### config.mk
export PLATFORM = sky130hd
export DESIGN_NAME = x86_jcc_condition_and_target
export DESIGN_NICKNAME = d
export VERILOG_FILES = /design/src/rtl/core/xjcc_pkg.sv /design/src/rtl/core/xjcc_cond.sv /design/src/rtl/core/xjcc_eval.sv /design/src/rtl/core/x86_jcc_condition_and_target.sv
export SDC_FILE = /design/constraint.sdc
export NUM_CORES = 1
export LEC_CHECK = 0
export ABC_AREA = 0
export BUFFER_PORTS_ARGS = -buffer_cell sky130_fd_sc_hd__buf_2
export CAP_MARGIN = 20
export CORE_MARGIN = 3
export CORE_UTILIZATION = 55
export CTS_CLUSTER_DIAMETER = 30
export DETAILED_ROUTE_END_ITERATION = 10
export HOLD_SLACK_MARGIN = 0.02
export PLACE_DENSITY = 0.9
export SKIP_CTS_REPAIR_TIMING = 1
export SYNTH_ARGS = -nofsm -noshare
export SYNTH_HDL_FRONTEND = slang
export SYNTH_SLANG_ARGS = --single-unit
export TNS_END_PERCENT = 5
### constraint.sdc
create_clock -name clock -period 5.85 [get_ports clock]
set_input_delay 0.585 -clock clock [delete_from_list [all_inputs] [get_ports clock]]
set_output_delay 0.585 -clock clock [all_outputs]
set_load 0.02 [all_outputs]
### src/rtl/core/xjcc_pkg.sv
package xjcc_pkg;

   localparam logic [7:0] REP_PREFIX   = 8'hF3;
   localparam logic [7:0] REPNE_PREFIX = 8'hF2;
   localparam logic [7:0] ESCAPE_BYTE  = 8'h0F;
   localparam logic [3:0] SHORT_JCC_HI = 4'h7;
   localparam logic [3:0] NEAR_JCC_HI  = 4'h8;

   localparam logic [3:0] LEN_SHORT_REL8  = 4'd2;
   localparam logic [3:0] LEN_SHORT_REL16 = 4'd3;
   localparam logic [3:0] LEN_NEAR_REL16  = 4'd4;
   localparam logic [3:0] LEN_NEAR_REL32  = 4'd6;

   localparam int CF_BIT = 0;
   localparam int PF_BIT = 2;
   localparam int ZF_BIT = 6;
   localparam int SF_BIT = 7;
   localparam int OF_BIT = 11;

   localparam logic [15:0] MASK_CF = 16'h0001;
   localparam logic [15:0] MASK_PF = 16'h0004;
   localparam logic [15:0] MASK_ZF = 16'h0040;
   localparam logic [15:0] MASK_SF = 16'h0080;
   localparam logic [15:0] MASK_OF = 16'h0800;

   localparam logic [2:0] COND_O  = 3'd0;
   localparam logic [2:0] COND_B  = 3'd1;
   localparam logic [2:0] COND_Z  = 3'd2;
   localparam logic [2:0] COND_BE = 3'd3;
   localparam logic [2:0] COND_S  = 3'd4;
   localparam logic [2:0] COND_P  = 3'd5;
   localparam logic [2:0] COND_L  = 3'd6;
   localparam logic [2:0] COND_LE = 3'd7;

   typedef struct packed {
      logic [7:0]  lead_byte;
      logic [7:0]  second_byte;
      logic [31:0] disp_bytes;
      logic [31:0] insn_address;
      logic [3:0]  insn_length;
      logic [11:0] flags_word;
      logic [15:0] mask_in;
   } req_type;

   typedef struct packed {
      logic        decoded;
      logic        taken;
      logic        target_valid;
      logic [31:0] target_address;
      logic [15:0] mask_out;
   } rsp_type;

endpackage

### src/rtl/core/xjcc_cond.sv
module xjcc_cond
   import xjcc_pkg::*;
(
   input  logic [3:0]  cond_code,
   input  logic [11:0] flags_word,
   output logic        taken,
   output logic [15:0] used_mask
);

   logic cf;
   logic pf;
   logic zf;
   logic sf;
   logic of;
   logic raw;

   assign cf = flags_word[CF_BIT];
   assign pf = flags_word[PF_BIT];
   assign zf = flags_word[ZF_BIT];
   assign sf = flags_word[SF_BIT];
   assign of = flags_word[OF_BIT];

   always_comb begin
      unique case (cond_code[3:1])
         COND_O: begin
            raw       = of;
            used_mask = MASK_OF;
         end
         COND_B: begin
            raw       = cf;
            used_mask = MASK_CF;
         end
         COND_Z: begin
            raw       = zf;
            used_mask = MASK_ZF;
         end
         COND_BE: begin
            raw       = cf | zf;
            used_mask = MASK_CF | MASK_ZF;
         end
         COND_S: begin
            raw       = sf;
            used_mask = MASK_SF;
         end
         COND_P: begin
            raw       = pf;
            used_mask = MASK_PF;
         end
         COND_L: begin
            raw       = sf ^ of;
            used_mask = MASK_SF | MASK_OF;
         end
         COND_LE: begin
            raw       = zf | (sf ^ of);
            used_mask = MASK_ZF | MASK_SF | MASK_OF;
         end
         default: begin
            raw       = 1'b0;
            used_mask = '0;
         end
      endcase
   end

   // odd codes negate the condition
   assign taken = raw ^ cond_code[0];

endmodule

### src/rtl/core/xjcc_eval.sv
module xjcc_eval
   import xjcc_pkg::*;
(
   input  req_type req,
   output rsp_type rsp
);

   logic        is_rep;
   logic        is_short;
   logic        is_near;
   logic [3:0]  cond_code;
   logic        cond_taken;
   logic [15:0] cond_used;
   logic [31:0] rel;
   logic        rel_valid;
   logic [31:0] jump_target;

   assign is_rep   = (req.lead_byte == REP_PREFIX) || (req.lead_byte == REPNE_PREFIX);
   assign is_short = (req.lead_byte[7:4] == SHORT_JCC_HI);
   assign is_near  = (req.lead_byte == ESCAPE_BYTE) && (req.second_byte[7:4] == NEAR_JCC_HI);

   assign cond_code = is_short ? req.lead_byte[3:0] : req.second_byte[3:0];

   xjcc_cond u_cond (
      .cond_code  (cond_code),
      .flags_word (req.flags_word),
      .taken      (cond_taken),
      .used_mask  (cond_used)
   );

   // displacement select by form and length
   always_comb begin
      rel       = '0;
      rel_valid = 1'b0;
      if (is_short) begin
         rel_valid = 1'b1;
         priority if (req.insn_length == LEN_SHORT_REL8) begin
            rel = {{24{req.second_byte[7]}}, req.second_byte};
         end else if (req.insn_length == LEN_SHORT_REL16) begin
            rel = {{16{req.disp_bytes[7]}}, req.disp_bytes[7:0], req.second_byte};
         end else begin
            rel = '0;
         end
      end else begin
         priority if (req.insn_length == LEN_NEAR_REL16) begin
            rel       = {{16{req.disp_bytes[15]}}, req.disp_bytes[15:0]};
            rel_valid = 1'b1;
         end else if (req.insn_length == LEN_NEAR_REL32) begin
            rel       = req.disp_bytes;
            rel_valid = 1'b1;
         end else begin
            rel       = '0;
            rel_valid = 1'b0;
         end
      end
   end

   assign jump_target = req.insn_address + {28'd0, req.insn_length} + rel;

   always_comb begin
      rsp.decoded        = 1'b0;
      rsp.taken          = 1'b0;
      rsp.target_valid   = 1'b0;
      rsp.target_address = '0;
      rsp.mask_out       = req.mask_in;
      priority if (is_rep) begin
         rsp.decoded        = 1'b1;
         rsp.taken          = (req.lead_byte == REP_PREFIX) ? req.flags_word[ZF_BIT]
                                                            : ~req.flags_word[ZF_BIT];
         rsp.target_valid   = 1'b1;
         rsp.target_address = req.insn_address;
         rsp.mask_out       = req.mask_in | MASK_ZF;
      end else if (is_short || is_near) begin
         rsp.decoded        = 1'b1;
         rsp.taken          = cond_taken;
         rsp.target_valid   = rel_valid;
         rsp.target_address = rel_valid ? jump_target : '0;
         rsp.mask_out       = req.mask_in | cond_used;
      end else begin
         rsp.decoded        = 1'b0;
      end
   end

endmodule

### src/rtl/core/x86_jcc_condition_and_target.sv
// x86 conditional jump condition and target evaluator
//
// req channel: one beat per instruction (lead byte, second byte, four
// displacement bytes, address, length, flags and flag-use mask).
// rsp channel: one beat per request with decoded, taken, target_valid,
// target_address and the updated flag-use mask.
// Both channels are valid/ready; a beat moves when valid and ready are high.
//
// a req beat reaches rsp_valid through the input register, then the result
// register behind the decode and one 32-bit three-input add.
// throughput: one beat per cycle, sustained while rsp_ready stays high.
// when rsp_ready is low the result register holds its beat and the input
// register still takes one more request; after that req_ready drops until
// the result is taken.
// reset (synchronous, active high) empties both registers; no beat is
// presented and req_ready is high once reset is released.
module x86_jcc_condition_and_target
   import xjcc_pkg::*;
(
   input  logic    clock,
   input  logic    reset,
   input  logic    req_valid,
   output logic    req_ready,
   input  req_type req_data,
   output logic    rsp_valid,
   input  logic    rsp_ready,
   output rsp_type rsp_data
);

   logic    in_valid_ff;
   logic    in_valid_in;
   req_type in_data_ff;
   logic    out_valid_ff;
   logic    out_valid_in;
   rsp_type out_data_ff;
   rsp_type eval_rsp;
   logic    out_ready;

   assign out_ready   = ~out_valid_ff | rsp_ready;
   assign req_ready   = ~in_valid_ff | out_ready;
   assign in_valid_in = req_ready ? req_valid : in_valid_ff;
   assign out_valid_in = out_ready ? in_valid_ff : out_valid_ff;

   xjcc_eval u_eval (
      .req (in_data_ff),
      .rsp (eval_rsp)
   );

   always_ff @(posedge clock) begin
      if (reset) begin
         in_valid_ff  <= 1'b0;
         out_valid_ff <= 1'b0;
      end else begin
         in_valid_ff  <= in_valid_in;
         out_valid_ff <= out_valid_in;
      end
   end

   // payload registers
   always_ff @(posedge clock) begin
      if (req_valid && req_ready) begin
         in_data_ff <= req_data;
      end
      if (in_valid_ff && out_ready) begin
         out_data_ff <= eval_rsp;
      end
   end

   assign rsp_valid = out_valid_ff;
   assign rsp_data  = out_data_ff;

`ifndef SYNTHESIS
   a_empty_input_takes_beat: assert property (@(posedge clock) disable iff (reset)
      !in_valid_ff |-> req_ready)
      else $error("input register empty but req_ready low");

   a_undecoded_is_quiet: assert property (@(posedge clock) disable iff (reset)
      rsp_valid && !rsp_data.decoded |->
         !rsp_data.taken && !rsp_data.target_valid && (rsp_data.target_address == 32'd0))
      else $error("undecoded beat carries a branch result");

   a_no_target_is_zero: assert property (@(posedge clock) disable iff (reset)
      rsp_valid && !rsp_data.target_valid |-> rsp_data.target_address == 32'd0)
      else $error("target address nonzero without target_valid");

   a_mask_keeps_input: assert property (@(posedge clock) disable iff (reset)
      in_valid_ff && out_ready |=>
         rsp_valid && ((rsp_data.mask_out & $past(in_data_ff.mask_in))
                       == $past(in_data_ff.mask_in)))
      else $error("mask_out dropped bits of mask_in");

   a_rep_targets_self: assert property (@(posedge clock) disable iff (reset)
      in_valid_ff && out_ready && ((in_data_ff.lead_byte == REP_PREFIX) ||
                                   (in_data_ff.lead_byte == REPNE_PREFIX)) |=>
         rsp_data.decoded && (rsp_data.target_address == $past(in_data_ff.insn_address)))
      else $error("repeat prefix target is not the instruction address");
`endif

endmodule

==> results by group <==
Timing
  • Max Slew Vio Count: 0
  • RSZ-0062 raised after global routing: no
  • Final setup fails: 0
  • Slew margin rel.: 0.470
  • Tightest Pin Transition: 795 ps
  • Part of the cycle the worst path needs: 0.841
  • Fin. Hold Viols: 0
  • Final TNS setup: 0 ps
  • Final min period: 4920 ps
  • Setup Skew: 11.6 ps
  • Max Fclk: 203 MHz

Synth
  • Register area share after synthesis: 0.588
  • YS warnings: 0
  • Post-Syn Area: 8030 µm²
  • Count of cell types in the netlist: 71
  • Avg Cell Area, Syn: 12.2 µm²
  • Prevailing post-synth register cell: edfxtp_1
  • Async S/R FF share, synth: 0
  • Post-synthesis register bit count: 158
  • Post-Syn Nets: 836
  • Number of synthesized flops with an enable pin: 156
  • Cells after synthesis: 658

Pwr
  • Pleak: 4.08 nW
  • Maximum VDD drop: 0.247 mV
  • Pwr Density: 291 nW/µm²

Route
  • Antenna-violating nets left: 0
  • Via count: 5740
  • Routed len/inst: 17.7 µm
  • Total wire length: 18100 µm
  • Initial DRT Pass Iterations: 5
  • 1st-iter DRT viols: 348
  • Vias per cell: 5.63
  • Drt drc: 0

Floorplan
  • Initial core utilization: 0.570
  • Rows: 43
  • Full die area: 16100 µm²
  • Die Span Y: 127 µm
  • IO Pins: 169
  • DIE WIDTH: 127 µm
  • Core Area: 14100 µm²

Critical path
  • Crit path cell chain: nor4b_4, inv_1, o21ai_0, o21ai_0, ha_1, ha_1, nand3_1, nor3_2, and2_1, a41oi_1, a31o_1, or3_4, o21ai_2, xnor2_1, o21ai_1
  • CP Class: reg2reg
  • Worst EP required: 6020 ps
  • Max incr delay on CP: 530 ps
  • Crit path DAT: 5090 ps
  • Worst path slowest cell: nor4b_4
  • WP buf/inv: 1
  • Worst-path maximum fanout: 9
  • Crit end category: register
  • Type of origin of the critical path: register
  • Crit-path leading delay family: compound AO/OA/AOI/OAI gates

Placed design
  • GPL Wtd Cong: 0.906
  • Post-DP HPWL: 13100 µm
  • I/O Buffers: 161
  • Placed cell areas: 9030 µm²

Global routing
  • Grt ovf: 0
  • Largest net degree at the start of global routing: 66
  • Initial antenna violation count: 1
  • First-pass GRT wire length: 28500 µm
  • Gr usage total: 0.231
  • Number of global-route vias before repair: 5716

CTS
  • CTS tree: yes
  • Clk root buf: clkbuf_16
  • H-tree depth: 4
  • CTS sink count: 158
  • Clock Tree Buf Depth: 2
  • Clock-pin slew on the worst setup and hold paths: 70 ps
  • Worst skew pair latency: 430 ps
  • TritonCTS Buffers: 17

Layout
  • Commonest non-fill, non-tap cell in the layout: buf_2
  • P&R area growth vs syn: 20.2%
  • Post-route cell area: 9650 µm²
  • Fill count: 1027
  • Share of cells above drive strength 1: 0.265
  • Nets: 1003
  • Most frequent cells in the layout: buf_2 (161), edfxtp_1 (156), nor2_1 (76), nand2_1 (61), ha_1 (57)

Worst hold path
  • HP Class: in2reg

Job
  • Max cap viols: 0

Run status
  • Status: finished, final reports clean
power breakdown:
group          leakage (nW)  switching, W  internal, W
sequential             1.50     0.0000310      0.00132
clock                 0.297      0.000455     0.000682
combinational          2.28      0.000194     0.000131
final cells by class:
class | instances | area [µm²] | area share
Sequential cell | 158 | 4720 | 0.490
Multi-Input combinational cell | 463 | 3160 | 0.327
Inverter | 15 | 56.3 | 0.00584
Clock buffer | 19 | 433 | 0.0449
Tap cell | 180 | 225 | 0.0233
Clock inverter | 13 | 178 | 0.0184
Antenna cell | 1 | 2.50 | 0.000259
Timing Repair Buffer | 170 | 873 | 0.0905
flip-flops by register name (all words and copies together), names as in the netlist:
name,cells
in_data_ff,105
rsp_data,51
rsp_valid,1
in_valid_ff,1
cells in the mapped netlist, drive strengths merged, types with 5 or more instances:
library cell  instances  area, µm²
nand2                62        235
xor2                 10       87.6
a21o                 21        158
clkbuf               14       53.8
fa                    5        100
inv                  15       56.3
buf                   8       55.1
or2                   5       31.3
ha                   57        713
nor2b                 5       31.3
nand2b               10       62.6
nand3                 8       45.0
xnor2                18        158
a22o                 10       87.6
mux2i                 5       50.1
a21oi                52        268
o21ai                53        269
and2                  5       31.3
edfxtp              156       4680
nor2                 77        292
path summary, 6_finish.rpt:
check	from	endpoint	slack, ps	depth (start not counted)
hold reg to reg	in_data_ff[9]	rsp_data[9]	420	0
hold / removal	req_data[58]	in_data_ff[58]	320	1
setup reg to reg	in_data_ff[30]	rsp_data[46]	930	15
setup / recovery	in_data_ff[30]	rsp_data[46]	930	15
routing by layer:
layer  vias up  routed length (µm)  track usage
met4         0                 408       0.0927
met3        32                1340       0.0749
met2       205                8920        0.376
met1      2722                7400        0.287
met5         -                   0            0
li1       2781                   -            -
kinds of logic after synthesis:
logic type / after synthesis / synth area share
buffers and inverters: 37 / 0.0206
flip-flops: 158 / 0.588
AO/OA/AOI/OAI: 168 / 0.133
adder cells (fa/ha/maj): 62 / 0.101
AND/OR/NAND/NOR: 199 / 0.118
XOR/XNOR: 28 / 0.0305
multiplexers: 6 / 0.00810
stage by stage:
stage	worst slack, ps	power [W]	hold WS (ps)	util	std cells
2_1_floorplan	1590	0.00159	400	-	658
3_3_place_gp	1160	0.00168	401	0.640	985
3_5_place_dp	1050	0.00169	405	0.640	985
4_1_cts	1030	0.00283	305	0.684	1017
5_1_grt	572	0.00292	304	0.684	1018
6_report	933	0.00281	324	0.684	1019
(Power assumes the default switching activity.)
